==> src/csbs_pkg.sv <==
package csbs_pkg;

    localparam int unsigned CAP_W      = 15;
    localparam int unsigned PWR_W      = 19;
    localparam int unsigned CUR_W      = 15;
    localparam int unsigned CNT_W      = 7;
    localparam int unsigned DVD_W      = 29;
    localparam int unsigned DIV_CNT_W  = 5;
    localparam int unsigned CFG_IDX_W  = 3;
    localparam int unsigned CFG_DATA_W = 19;

    localparam logic [DIV_CNT_W-1:0] DIV_STEPS = 5'd29;

    localparam logic [CNT_W-1:0] FAULT_TICK_LIMIT = 7'd100;

    localparam logic [CAP_W-1:0] NF_LOW_MV    = 15'd9000;
    localparam logic [CAP_W-1:0] NF_MID_LO_MV = 15'd11000;
    localparam logic [CAP_W-1:0] NF_MID_HI_MV = 15'd18000;
    localparam logic [CAP_W-1:0] F_LOW_MV     = 15'd18000;
    localparam logic [CAP_W-1:0] F_MID_LO_MV  = 15'd19000;
    localparam logic [CAP_W-1:0] F_MID_HI_MV  = 15'd20000;
    localparam logic [CAP_W-1:0] FULL_MV      = 15'd20000;
    localparam logic [CAP_W-1:0] BOOST_ON_MV  = 15'd7000;
    localparam logic [CAP_W-1:0] BOOST_OFF_MV = 15'd5000;
    localparam logic [CAP_W-1:0] BOOST_MIN_MV = 15'd22000;

    localparam logic [CUR_W-1:0] ZERO_V_CURRENT_MA = 15'd500;
    localparam logic [9:0]       CURRENT_SCALE     = 10'd1000;

    localparam logic [PWR_W-1:0] MAX_POWER_RESET   = 19'd100000;
    localparam logic [CUR_W-1:0] MAX_CURRENT_RESET = 15'd10000;

    localparam logic [1:0] LEVEL_LOW  = 2'd0;
    localparam logic [1:0] LEVEL_MID  = 2'd1;
    localparam logic [1:0] LEVEL_FULL = 2'd2;

    localparam logic [CFG_IDX_W-1:0] CFG_RUN_MODE       = 3'd0;
    localparam logic [CFG_IDX_W-1:0] CFG_CHARGE_POWER   = 3'd1;
    localparam logic [CFG_IDX_W-1:0] CFG_CHARGE_REQUEST = 3'd2;
    localparam logic [CFG_IDX_W-1:0] CFG_OUTPUT_REQUEST = 3'd3;
    localparam logic [CFG_IDX_W-1:0] CFG_MAX_POWER      = 3'd4;
    localparam logic [CFG_IDX_W-1:0] CFG_MAX_CURRENT    = 3'd5;

    typedef struct packed {
        logic [CAP_W-1:0] cap_millivolts;
        logic [CAP_W-1:0] boost_millivolts;
    } in_item_t;

    typedef struct packed {
        logic             boost_on;
        logic             charger_on;
        logic             cap_output_on;
        logic [CUR_W-1:0] charge_current_ma;
        logic [1:0]       cap_level;
        logic             cap_ok;
        logic             boost_fault;
    } out_item_t;

    typedef enum logic [1:0] {
        ST_IDLE,
        ST_LOAD,
        ST_DIV,
        ST_OUT
    } seq_state_t;

endpackage

==> src/csbs_div.sv <==
module csbs_div
    import csbs_pkg::*;
(
    input  logic             aclk,
    input  logic             aresetn,
    input  logic             start,
    input  logic [DVD_W-1:0] dividend,
    input  logic [CAP_W-1:0] divisor,
    output logic             done,
    output logic [DVD_W-1:0] quotient
);

    logic [DVD_W-1:0]     dvd_reg, dvd_next;
    logic [CAP_W-1:0]     rem_reg, rem_next;
    logic [CAP_W-1:0]     den_reg, den_next;
    logic [DIV_CNT_W-1:0] cnt_reg, cnt_next;
    logic                 busy_reg, busy_next;
    logic                 done_reg, done_next;
    logic [CAP_W:0]       rem_shift;
    logic [CAP_W:0]       diff;
    logic                 fits;

    always_comb begin
        rem_shift = {rem_reg, dvd_reg[DVD_W-1]};
        diff      = rem_shift - {1'b0, den_reg};
        fits      = rem_shift >= {1'b0, den_reg};
    end

    always_comb begin
        dvd_next  = dvd_reg;
        rem_next  = rem_reg;
        den_next  = den_reg;
        cnt_next  = cnt_reg;
        busy_next = busy_reg;
        done_next = 1'b0;
        if (start) begin
            dvd_next  = dividend;
            rem_next  = '0;
            den_next  = divisor;
            cnt_next  = DIV_STEPS;
            busy_next = 1'b1;
        end else if (busy_reg) begin
            dvd_next = {dvd_reg[DVD_W-2:0], fits};
            rem_next = fits ? diff[CAP_W-1:0] : rem_shift[CAP_W-1:0];
            cnt_next = cnt_reg - 1'b1;
            if (cnt_reg == DIV_CNT_W'(1)) begin
                busy_next = 1'b0;
                done_next = 1'b1;
            end
        end
    end

    always_ff @(posedge aclk) begin
        dvd_reg <= dvd_next;
        rem_reg <= rem_next;
        den_reg <= den_next;
        cnt_reg <= cnt_next;
        if (!aresetn) begin
            busy_reg <= 1'b0;
            done_reg <= 1'b0;
        end else begin
            busy_reg <= busy_next;
            done_reg <= done_next;
        end
    end

    assign done     = done_reg;
    assign quotient = dvd_reg;

endmodule

==> src/supercap_boost_charge_supervisor.sv <==
// Channel   Direction  Handshake              Payload
// s_        in         s_valid / s_ready      in_item_t: capacitor and boost millivolts
// m_        out        m_valid / m_ready      out_item_t: enables, current, level, flags
// cfg_      in         cfg_valid / cfg_ready  cfg_index, cfg_data
//
// For each item the sequencer loads the divider with power times 1000, runs 29 steps of the
// restoring divider for the charge current, and then hands the result to the output register.
// Reset is synchronous and active low; it resets the control registers but not the data registers.
// A result waits in the output register while the next item is accepted; a new result
// is held back only while the previous one has not been taken.
module supercap_boost_charge_supervisor
    import csbs_pkg::*;
(
    input  logic                  aclk,
    input  logic                  aresetn,
    input  logic                  s_valid,
    output logic                  s_ready,
    input  in_item_t              s_data,
    output logic                  m_valid,
    input  logic                  m_ready,
    output out_item_t             m_data,
    input  logic                  cfg_valid,
    output logic                  cfg_ready,
    input  logic [CFG_IDX_W-1:0]  cfg_index,
    input  logic [CFG_DATA_W-1:0] cfg_data
);

    logic             run_mode_reg;
    logic [PWR_W-1:0] charge_power_reg;
    logic             charge_req_reg;
    logic             output_req_reg;
    logic [PWR_W-1:0] max_power_reg;
    logic [CUR_W-1:0] max_current_reg;

    seq_state_t state_reg, state_next;

    logic [1:0]       level_reg, level_next;
    logic             usable_reg, usable_next;
    logic             boost_en_reg, boost_en_next;
    logic             fault_reg, fault_next;
    logic [CNT_W-1:0] ticks_reg, ticks_next;

    logic [CAP_W-1:0] cap_reg, cap_next;
    logic [PWR_W-1:0] power_reg, power_next;
    out_item_t        pend_reg, pend_next;
    out_item_t        m_data_reg, m_data_next;
    logic             m_valid_reg, m_valid_next;

    logic             accept;
    logic             div_start;
    logic             out_load;
    logic             div_done;
    logic [DVD_W-1:0] dividend;
    logic [DVD_W-1:0] quotient;
    logic [CAP_W-1:0] lo_th, mid_lo, mid_hi;

    assign accept    = s_valid && s_ready;
    assign cfg_ready = 1'b1;
    assign dividend  = DVD_W'(power_reg) * DVD_W'(CURRENT_SCALE);

    csbs_div u_div (
        .aclk     (aclk),
        .aresetn  (aresetn),
        .start    (div_start),
        .dividend (dividend),
        .divisor  (cap_reg),
        .done     (div_done),
        .quotient (quotient)
    );

    always_ff @(posedge aclk) begin
        if (!aresetn) begin
            run_mode_reg     <= 1'b0;
            charge_power_reg <= '0;
            charge_req_reg   <= 1'b0;
            output_req_reg   <= 1'b0;
            max_power_reg    <= MAX_POWER_RESET;
            max_current_reg  <= MAX_CURRENT_RESET;
        end else if (cfg_valid && cfg_ready) begin
            case (cfg_index)
                CFG_RUN_MODE:       run_mode_reg     <= cfg_data[0];
                CFG_CHARGE_POWER:   charge_power_reg <= cfg_data[PWR_W-1:0];
                CFG_CHARGE_REQUEST: charge_req_reg   <= cfg_data[0];
                CFG_OUTPUT_REQUEST: output_req_reg   <= cfg_data[0];
                CFG_MAX_POWER:      max_power_reg    <= cfg_data[PWR_W-1:0];
                CFG_MAX_CURRENT:    max_current_reg  <= cfg_data[CUR_W-1:0];
                default: ;
            endcase
        end
    end

    always_comb begin
        state_next = state_reg;
        case (state_reg)
            ST_IDLE: begin
                if (accept) state_next = ST_LOAD;
            end
            ST_LOAD: state_next = ST_DIV;
            ST_DIV: begin
                if (div_done) state_next = ST_OUT;
            end
            ST_OUT: begin
                if (!m_valid_reg || m_ready) state_next = ST_IDLE;
            end
            default: state_next = ST_IDLE;
        endcase
    end

    always_comb begin
        s_ready   = 1'b0;
        div_start = 1'b0;
        out_load  = 1'b0;
        case (state_reg)
            ST_IDLE: s_ready   = 1'b1;
            ST_LOAD: div_start = 1'b1;
            ST_DIV:  ;
            ST_OUT:  out_load  = !m_valid_reg || m_ready;
            default: ;
        endcase
    end

    always_comb begin
        lo_th  = fault_reg ? F_LOW_MV : NF_LOW_MV;
        mid_lo = fault_reg ? F_MID_LO_MV : NF_MID_LO_MV;
        mid_hi = fault_reg ? F_MID_HI_MV : NF_MID_HI_MV;

        level_next    = level_reg;
        usable_next   = usable_reg;
        boost_en_next = boost_en_reg;
        fault_next    = fault_reg;
        ticks_next    = ticks_reg;
        cap_next      = cap_reg;
        power_next    = power_reg;
        pend_next     = pend_reg;

        if (accept) begin
            cap_next = s_data.cap_millivolts;

            if (s_data.cap_millivolts < lo_th) begin
                level_next  = LEVEL_LOW;
                usable_next = 1'b0;
            end else if (s_data.cap_millivolts > mid_lo && s_data.cap_millivolts < mid_hi) begin
                level_next  = LEVEL_MID;
                usable_next = 1'b1;
            end else if (s_data.cap_millivolts > FULL_MV) begin
                level_next  = LEVEL_FULL;
                usable_next = 1'b1;
            end

            if (run_mode_reg) begin
                if (s_data.cap_millivolts > BOOST_ON_MV && !fault_reg) begin
                    boost_en_next = 1'b1;
                end else if (s_data.cap_millivolts < BOOST_OFF_MV) begin
                    boost_en_next = 1'b0;
                end
                if (boost_en_next && !fault_reg) begin
                    if (s_data.boost_millivolts < BOOST_MIN_MV) begin
                        if (ticks_reg >= FAULT_TICK_LIMIT) begin
                            fault_next    = 1'b1;
                            boost_en_next = 1'b0;
                        end else begin
                            ticks_next = ticks_reg + 1'b1;
                        end
                    end else begin
                        ticks_next = '0;
                    end
                end
                power_next = (charge_power_reg > max_power_reg) ? max_power_reg
                                                                : charge_power_reg;
            end else begin
                boost_en_next = 1'b0;
                power_next    = '0;
            end

            pend_next.boost_on      = boost_en_next;
            pend_next.charger_on    = run_mode_reg && charge_req_reg;
            pend_next.cap_output_on = run_mode_reg && output_req_reg && usable_next;
            pend_next.cap_level     = level_next;
            pend_next.cap_ok        = usable_next;
            pend_next.boost_fault   = fault_next;
        end

        if (state_reg == ST_DIV && div_done) begin
            if (cap_reg == '0) begin
                pend_next.charge_current_ma = (power_reg != '0) ? ZERO_V_CURRENT_MA : '0;
            end else if (quotient > DVD_W'(max_current_reg)) begin
                pend_next.charge_current_ma = max_current_reg;
            end else begin
                pend_next.charge_current_ma = quotient[CUR_W-1:0];
            end
        end
    end

    always_comb begin
        m_data_next  = m_data_reg;
        m_valid_next = m_valid_reg;
        if (out_load) begin
            m_data_next  = pend_reg;
            m_valid_next = 1'b1;
        end else if (m_ready) begin
            m_valid_next = 1'b0;
        end
    end

    always_ff @(posedge aclk) begin
        cap_reg    <= cap_next;
        power_reg  <= power_next;
        pend_reg   <= pend_next;
        m_data_reg <= m_data_next;
        if (!aresetn) begin
            state_reg    <= ST_IDLE;
            level_reg    <= LEVEL_LOW;
            usable_reg   <= 1'b0;
            boost_en_reg <= 1'b0;
            fault_reg    <= 1'b0;
            ticks_reg    <= '0;
            m_valid_reg  <= 1'b0;
        end else begin
            state_reg    <= state_next;
            level_reg    <= level_next;
            usable_reg   <= usable_next;
            boost_en_reg <= boost_en_next;
            fault_reg    <= fault_next;
            ticks_reg    <= ticks_next;
            m_valid_reg  <= m_valid_next;
        end
    end

    assign m_valid = m_valid_reg;
    assign m_data  = m_data_reg;

endmodule

==> config.mk <==
export PLATFORM = sky130hd
export DESIGN_NAME = supercap_boost_charge_supervisor
export DESIGN_NICKNAME = d
export VERILOG_FILES = /design/src/csbs_pkg.sv /design/src/csbs_div.sv /design/src/supercap_boost_charge_supervisor.sv
export SDC_FILE = /design/constraint.sdc
export NUM_CORES = 1
export LEC_CHECK = 0
export BUFFER_PORTS_ARGS = -buffer_cell sky130_fd_sc_hd__buf_2
export CAP_MARGIN = 5
export CORE_ASPECT_RATIO = 0.9
export CORE_MARGIN = 5
export CORE_UTILIZATION = 45
export CTS_CLUSTER_SIZE = 8
export DETAILED_ROUTE_END_ITERATION = 10
export GPL_TIMING_DRIVEN = 1
export PLACE_DENSITY = 0.61
export SYNTH_ARGS = -nofsm -noshare
export SYNTH_HDL_FRONTEND = slang
export SYNTH_SLANG_ARGS = --single-unit
==> constraint.sdc <==
create_clock -name aclk -period 4.3 [get_ports aclk]
set_clock_uncertainty 0.05 [all_clocks]
set_input_delay 0.645 -clock aclk [delete_from_list [all_inputs] [get_ports aclk]]
set_output_delay 0.645 -clock aclk [all_outputs]
set_load 0.02 [all_outputs]
==> flow_metrics.tcl, run 1 <==
set metrics [dict create \
    ys_seq_area_share_pct 39.2 \
    yosys_warnings 0 \
    max_stage_delay_ns 0.49 \
    numCtsBuffers 30 \
    syn_nets 1699 \
    critPathCaptureType "register" \
    drt_iter0_drc 618 \
    slew_headroom_pct 25.2 \
    fp.dieW_um 196 \
    wl_met1_um 16400 \
    initial_utilization_pct 45.4 \
    critPathMaxFanout 6 \
    antenna_found_initial 1 \
    met3_wirelength_um 1290 \
    critical_path_class "register to register" \
    syn-instance-count 1438 \
    clock_latency_ns 0.57 \
    pre_cts_slack_ns -0.245 \
    cp_slowest_cell "fa_1" \
    violations "setup timing" \
    status "finished with violations" \
    wirelength_um 33400 \
    setup_viol 6 \
    largest_reg_flops 29 \
    drt_pass1_iterations 5 \
    avgSynthCellArea_um2 9.74 \
    crit_chain "inv_2, buf_6, fa_1, fa_1, inv_1, fa_1, inv_2, fa_1, inv_2, ha_4, a21oi_4, o211ai_1, a21oi_2, nand4_1, and4b_1, a211o_1" \
    grt_max_degree 52 \
    async_flop_share_pct 0 \
    rsz0062_at_grt "yes" \
    path_clk_slew_ns 0.05 \
    final_antenna_net_count 0 \
    setup_tns_ns -0.195 \
    clkSinkCount 215 \
    grt_pass1_vias 10500 \
    hpwlAfterDp_um 24800 \
    grt-ovfl-total 0 \
    gp_congestion 0.865 \
    synth.distinct_cells 79 \
    cp.arrival_ns 4.62 \
    die_y_um 177 \
    synth_area_mm2 0.0140 \
    cts_tree "yes" \
    dr_wl_met2_um 15100 \
    finalNetCount 1870 \
    grt_pass1_wl_um 54500 \
    hp-class "input pin to register" \
    drt_drc_violations_left 0 \
    synth_edf_count 119 \
    startpoint_type "register" \
    required_ns 4.54 \
    die-area_mm2 0.0348 \
    slew_violations 0 \
    tightest_slew_ns 1.12 \
    cts-root-buf "clkbuf_16" \
    ctsHtreeMaxLevel 1 \
    n_antenna_cell 0 \
    vias 10700 \
    cpMostUsedCell "fa_1" \
    drive_above_1_share_pct 20.1 \
    ios 82 \
    core_area_mm2 0.0308 \
    synthFlopType "edfxtp_1" \
    syn_to_final_growth_pct 20.9 \
    grt_use_total_pct 19.0 \
    synth_seq_cells 215 \
    layout_setup_ws_ns -0.0724 \
    hold_violations 0 \
    highest_layer "met4" \
    wl_per_cell_um 16.4 \
    nFillCells 2770 \
    row_count 61 \
    fmax_mhz 229 \
    min_period_over_period_pct 102 \
    port_buffers 76 \
    maxCapViolCount 0 \
    clockBufferDepth 3 \
    min_period_ns 4.37 \
    avgViaCountPerCell 5.24 \
]
-- cell usage in the layout (no fill, tap or decap), types with 7 or more instances in the layout --
| master | Yosys | final |
|---|---|---|
| o21a_1 | 8 | 8 |
| dfxtp_1 | 96 | 96 |
| a21oi_1 | 104 | 91 |
| fa_2 | 0 | 7 |
| mux2i_1 | 45 | 45 |
| o21ai_1 | 1 | 7 |
| nor4_1 | 10 | 10 |
| a211oi_1 | 18 | 15 |
| ha_4 | 0 | 12 |
| clkbuf_1 | 43 | 21 |
| inv_1 | 174 | 150 |
| xor2_1 | 7 | 7 |
| a32oi_1 | 7 | 7 |
| nand2_1 | 212 | 207 |
| nand3b_1 | 8 | 8 |
| inv_2 | 0 | 23 |
| buf_6 | 1 | 11 |
| a21o_1 | 14 | 14 |
| fa_1 | 67 | 60 |
| buf_4 | 2 | 103 |
| xnor2_1 | 22 | 21 |
| nand4_1 | 16 | 16 |
| edfxtp_1 | 119 | 119 |
| buf_2 | 3 | 76 |
| o21ai_0 | 66 | 57 |
| a21oi_2 | 0 | 7 |
| o311ai_0 | 10 | 8 |
| o211ai_1 | 20 | 20 |
| nor2_1 | 63 | 57 |
| nor3_1 | 14 | 12 |
| clkbuf_16 | 0 | 30 |
| nand2b_1 | 9 | 9 |
| nand3_1 | 25 | 24 |
| ha_1 | 137 | 122 |
-- path summary, 6_finish.rpt --
check	slack (ns)	cells after the start	startpoint	to
setup / recovery	-0.07	16	power_reg[11]$_SDFFCE_PN0P_	u_div.quotient[27]$_DFFE_PP_
hold / removal	0.22	1	s_data[15]	cap_reg[0]$_DFFE_PP_
setup reg to reg	-0.07	16	power_reg[11]$_SDFFCE_PN0P_	u_div.quotient[27]$_DFFE_PP_
hold reg to reg	0.34	0	pend_reg[9]$_DFFE_PP_	m_data[9]$_DFFE_PP_
-- final cells by class --
class	instances	area [um^2]	share of cell area [%]
clock buffers	51	830	4.90
multi-input cells	995	8100	47.8
inverters	175	657	3.88
flip-flops and latches	215	5500	32.4
well taps	409	512	3.02
clock inverters	1	30.0	0.177
repair buffers	192	1320	7.78
-- what timing repair did --
action	CTS	global route
setup buffers	17	10
gates resized for setup	41	64
endpoints found under the setup margin	11	14
hold buffers	0	0
endpoints found under the hold margin	0	0
pin swaps	42	36
-- synthesized netlist by cell type (3+ instances only) --
| library cell | n | share of area (%) |
|---|---|---|
| and2_1 | 7 | 0.31 |
| nand4_1 | 16 | 0.71 |
| clkbuf_1 | 43 | 1.2 |
| a21boi_0 | 4 | 0.21 |
| nand3b_1 | 8 | 0.43 |
| and3_1 | 7 | 0.31 |
| a31oi_1 | 7 | 0.31 |
| dfxtp_1 | 96 | 14 |
| o21ai_0 | 66 | 2.4 |
| a32oi_1 | 7 | 0.44 |
| a211oi_1 | 18 | 0.96 |
| or3_1 | 5 | 0.22 |
| xnor2_1 | 22 | 1.4 |
| mux2i_1 | 45 | 3.2 |
| o31ai_1 | 7 | 0.38 |
| or2_2 | 5 | 0.22 |
| nand2b_1 | 9 | 0.40 |
| nor4_1 | 10 | 0.45 |
| a211o_1 | 3 | 0.19 |
| nor3_1 | 14 | 0.50 |
| o21a_1 | 8 | 0.43 |
| ha_1 | 137 | 12 |
| nor2_1 | 63 | 1.7 |
| o221ai_1 | 3 | 0.19 |
| a21o_1 | 14 | 0.75 |
| nand2_1 | 212 | 5.7 |
| nand3_1 | 25 | 0.89 |
| o311ai_0 | 10 | 0.63 |
| a21oi_1 | 104 | 3.7 |
| buf_2 | 3 | 0.11 |
| fa_1 | 67 | 9.6 |
| o41ai_1 | 3 | 0.19 |
| inv_1 | 174 | 4.7 |
| nor2b_1 | 7 | 0.31 |
| o21bai_1 | 7 | 0.38 |
| a22o_1 | 4 | 0.25 |
| nand4b_1 | 3 | 0.19 |
| xor2_1 | 7 | 0.44 |
| edfxtp_1 | 119 | 26 |
| o211ai_1 | 20 | 1.1 |
-- logic make-up after synthesis --
kind of cell               count (synthesis)  synth area share, %
muxes                                     45                 3.22
xor gates and xnor gates                  29                 1.81
other                                      1               0.0268
buffers and inverters                    228                 6.40
DFF                                      215                 39.2
and+or+nand+nor                          407                 13.4
AOI/OAI and AO/OA                        309                 14.1
adders and majority gates                204                 21.8
-- critical path, delay by kind of cell (launching register included) --
family	cells	cell delay [ns]
buf+inv	5	0.33
fa+ha+maj	5	2.18
compound gates	4	0.80
simple gates	2	0.38
flops	1	0.38
-- routing by layer --
layer	GRT usage (%)	up-vias
met3	2.54	38
met5	0	-
met4	3.66	0
li1	-	5361
met2	30.3	181
met1	28.0	5094
-- through the flow --
step           hold WS (ns)  util [%]  cell area, um^2  std cells
2_1_floorplan         0.350         -            14100       1438
3_3_place_gp          0.354      50.1            15400       1961
3_5_place_dp          0.355      50.1            15400       1961
4_1_cts               0.194      54.1            16700       2030
5_1_grt               0.197      54.9            16900       2038
6_report              0.221      54.9            16900       2038
Power of run 1 is left out: the tool's default activity adds up to more than one toggle a clock period on the data nets, which glitch-free logic cannot reach.
==> inputs of run 2 (changes only) <==
CELL_PAD_IN_SITES_DETAIL_PLACEMENT = 0   (was unset)
CELL_PAD_IN_SITES_GLOBAL_PLACEMENT = 1   (was unset)
CORE_UTILIZATION = 44   (was 45)
PLACE_DENSITY = 0.74   (was 0.61)
==> flow_metrics.tcl, run 2 (synthesis gave the netlist of run 1 again) <==
set metrics [dict create \
    die-area_mm2 0.0355 \
    n_antenna_cell 0 \
    syn_to_final_growth_pct 20.4 \
    grt_use_total_pct 19.0 \
    pre_cts_slack_ns -0.201 \
    ctsHtreeMaxLevel 1 \
    status "finished with violations" \
    avgViaCountPerCell 5.20 \
    slew_violations 0 \
    critPathMaxFanout 3 \
    min_period_ns 4.38 \
    row_count 62 \
    critPathCaptureType "register" \
    min_period_over_period_pct 102 \
    clock_latency_ns 0.56 \
    antenna_found_initial 1 \
    setup_viol 6 \
    grt_max_degree 51 \
    fmax_mhz 228 \
    drt_iter0_drc 551 \
    hpwlAfterDp_um 25200 \
    fin_area_mm2 0.0169 \
    die_y_um 179 \
    gp_congestion 0.822 \
    drt_drc_violations_left 0 \
    required_ns 4.56 \
    path_clk_slew_ns 0.05 \
    ios 82 \
    port_buffers 76 \
    hp-class "input pin to register" \
    layout_common_cells "208 x nand2_1, 150 x inv_1, 124 x ha_1" \
    fp.dieW_um 198 \
    hold_violations 0 \
    wl_per_cell_um 16.4 \
    drt_pass1_iterations 5 \
    clkSinkCount 215 \
    drive_above_1_share_pct 19.0 \
    vias 10600 \
    wirelength_um 33400 \
    rsz0062_at_grt "yes" \
    core_area_mm2 0.0317 \
    maxCapViolCount 0 \
    finalNetCount 1863 \
    tightest_slew_ns 1.18 \
    mostFrequentLayoutCell "nand2_1" \
    largest_reg_flops 29 \
    critical_path_class "register to register" \
    grt_pass1_vias 10500 \
    cts-root-buf "clkbuf_16" \
    grt_pass1_wl_um 55100 \
    startpoint_type "register" \
    numCtsBuffers 31 \
    dpl_cell_area_mm2 0.0154 \
    layout_setup_ws_ns -0.0794 \
    initial_utilization_pct 44.3 \
    grt-ovfl-total 0 \
    cts_hold_buf 0 \
    nFillCells 2900 \
    cts_tree "yes" \
    final_antenna_net_count 0 \
    slew_headroom_pct 21.0 \
    clockBufferDepth 3 \
    violations "setup timing" \
    cp.arrival_ns 4.64 \
]
run 2: changes by cell type in the layout (fill, tap and decap cells not counted), sizes merged:
cell,previous run,this run
clkbuf,51,54
clkinv,3,2
inv,173,174
buf,192,184
run 2: final timing paths:
check	from	to	slack (ns)	cells after the start
max reg2reg	power_reg[9]$_SDFFCE_PN0P_	u_div.quotient[27]$_DFFE_PP_	-0.08	14
max	power_reg[9]$_SDFFCE_PN0P_	u_div.quotient[27]$_DFFE_PP_	-0.08	14
min	s_data[16]	cap_reg[1]$_DFFE_PP_	0.25	1
min reg2reg	pend_reg[1]$_DFFE_PP_	m_data[1]$_DFFE_PP_	0.36	0
run 2: timing repair:
action / CTS / global route
pin swaps: 38 / 49
cloned: 0 / 0
buffers inserted: 16 / 5
endpoints found under the setup margin: 11 / 13
resized for setup: 43 / 42
run 2: layout make-up:
cell class,count,area (um^2),area share (%)
inverters,175,659,3.91
flip-flops and latches,215,5500,32.6
clock inverters,1,20.0,0.119
multi-input cells,995,8040,47.7
repair buffers,184,1220,7.24
well taps,416,520,3.09
clock buffers,54,905,5.37
run 2: worst max-delay path, cell delays in order, from the launching register on:
cell,delay (ns)
edfxtp_1,0.35
inv_2,0.05
buf_4,0.14
fa_1,0.56
fa_1,0.45
fa_1,0.52
fa_1,0.56
inv_2,0.05
ha_4,0.28
a21oi_4,0.06
o211ai_1,0.26
a211oi_2,0.13
o41ai_2,0.33
a21oi_1,0.11
a211o_1,0.23
run 2: metrics by stage:
| stage | utilization (%) | std cells | TNS (ns) | hold slack (ns) |
|---|---|---|---|---|
| 6_report | 53.3 | 2040 | -0.237 | 0.252 |
| 5_1_grt | 53.3 | 2040 | -1.89 | 0.215 |
| 4_1_cts | 52.7 | 2036 | -0.169 | 0.220 |
| 3_5_place_dp | 48.7 | 1966 | -1.10 | 0.355 |
| 3_3_place_gp | 48.7 | 1966 | -0.714 | 0.353 |
| 2_1_floorplan | - | 1438 | -0.0154 | 0.350 |
run 2: routing by layer:
layer / wire length [um] / global-route usage, %
met5: 0 / 0
met4: 507 / 3.16
met3: 1310 / 2.82
met2: 15000 / 30.3
met1: 16500 / 28.1
Power of run 2 is left out for the same reason.
==> inputs of run 3 (changes only) <==
CORE_UTILIZATION = 45   (was 44)
PLACE_DENSITY = 0.73   (was 0.74)
clock period = 4.6 ns   (was 4.3 ns; I/O delays follow)
==> flow_metrics.tcl, run 3 (synthesis gave the netlist of run 1 again) <==
set metrics [dict create \
    final_antenna_net_count 0 \
    grt_pass1_wl_um 53200 \
    drt_drc_violations_left 0 \
    gp_congestion 0.859 \
    drt_iter0_drc 517 \
    syn_to_final_growth_pct 15.6 \
    hold_violations 0 \
    critPathMaxFanout 7 \
    die-area_mm2 0.0348 \
    slew_headroom_pct 23.5 \
    hpwlAfterDp_um 24800 \
    fp.dieW_um 196 \
    core_area_mm2 0.0308 \
    status "finished, final reports clean" \
    grt_use_total_pct 18.6 \
    cp_slowest_cell "fa_1" \
    row_count 61 \
    cts-root-buf "clkbuf_16" \
    port_buffers 76 \
    fmax_mhz 224 \
    path_clk_slew_ns 0.05 \
    n_antenna_cell 0 \
    hp-class "input pin to register" \
    dp.cells 1920 \
    grt_pass1_vias 10100 \
    finalNetCount 1817 \
    crit_chain "inv_2, buf_4, fa_1, fa_1, fa_1, fa_1, inv_1, ha_2, nand2_1, o211ai_1, a211oi_2, o41ai_2, a21oi_1, a211o_1" \
    initial_utilization_pct 45.4 \
    clock_latency_ns 0.56 \
    required_ns 4.84 \
    grt-ovfl-total 0 \
    cp.arrival_ns 4.70 \
    clkSinkCount 215 \
    wl_per_cell_um 16.5 \
    avgViaCountPerCell 5.27 \
    grt_max_degree 49 \
    antenna_found_initial 1 \
    ios 82 \
    cpMostUsedCell "fa_1" \
    slew_violations 0 \
    die_y_um 177 \
    layout_common_cells "211 x nand2_1, 161 x inv_1, 129 x ha_1" \
    dpl_cell_area_mm2 0.0151 \
    min_period_ns 4.45 \
    tightest_slew_ns 1.15 \
    largest_reg_flops 29 \
    vias 10500 \
    setup_tns_ns 0 \
    critPathCaptureType "register" \
    ctsHtreeMaxLevel 1 \
    setup_viol 0 \
    min_period_over_period_pct 96.8 \
    critical_path_class "register to register" \
    drt_pass1_iterations 6 \
    clockBufferDepth 3 \
    numCtsBuffers 31 \
    fin_area_mm2 0.0162 \
    wirelength_um 32700 \
    cts_tree "yes" \
    startpoint_type "register" \
    fin_util_pct 52.5 \
    maxCapViolCount 0 \
    final_cells 1987 \
    drive_above_1_share_pct 14.5 \
    mostFrequentLayoutCell "nand2_1" \
    max_stage_delay_ns 0.55 \
]
[run 3: path summary, 6_finish.rpt]
path                                       end                        from  cells after the start  slack (ns)
hold / removal            cap_reg[1]$_DFFE_PP_                  s_data[16]                      1        0.30
setup reg to reg  u_div.quotient[27]$_DFFE_PP_  power_reg[9]$_SDFFCE_PN0P_                     14        0.15
setup / recovery  u_div.quotient[27]$_DFFE_PP_  power_reg[9]$_SDFFCE_PN0P_                     14        0.15
hold reg to reg           m_data[20]$_DFFE_PP_      pend_reg[20]$_DFFE_PP_                      0        0.37
[run 3: final cells by class]
type / count / area [um^2]
sequential: 215 / 5500
tap: 409 / 512
multi-input combinational: 995 / 7790
timing repair buffer: 138 / 846
clock inverter: 3 / 32.5
inverter: 175 / 657
fill: 2893 / 14600
clock buffer: 52 / 855
[run 3: critical path: cells and delay by family, from the launching register on]
family / cells / cell delay, ns
AOI/OAI and AO/OA: 5 / 1.05
adders and majority gates: 5 / 2.30
buffers and inverters: 3 / 0.28
DFF: 1 / 0.40
and+or+nand+nor: 1 / 0.09
[run 3: metrics by stage]
step,setup slack (ns),hold WS (ns)
finish,0.145,0.301
global route,-0.00726,0.281
CTS,0.00649,0.280
detailed placement,-0.0670,0.355
global placement,-0.0771,0.354
floorplan,0.0208,0.350
[run 3: timing repair]
| action | in CTS | in global routing |
|---|---|---|
| buffers inserted | 1 | 11 |
| cloned | 0 | 0 |
| resized for setup | 4 | 36 |
| setup endpoints to repair | 8 | 13 |
| hold endpoints to repair | 0 | 0 |
| hold buffers | 0 | 0 |
| pin swaps | 1 | 18 |
[run 3: per-layer routing]
layer  vias to the layer above  global-route usage (%)  wire length [um]
met4                         0                    3.58               508
met5                         -                       0                 0
met3                        42                    2.47              1220
met1                      5001                    28.4             16600
met2                       158                    28.7             14400
li1                       5272                       -                 -
Power of run 3 is left out for the same reason.
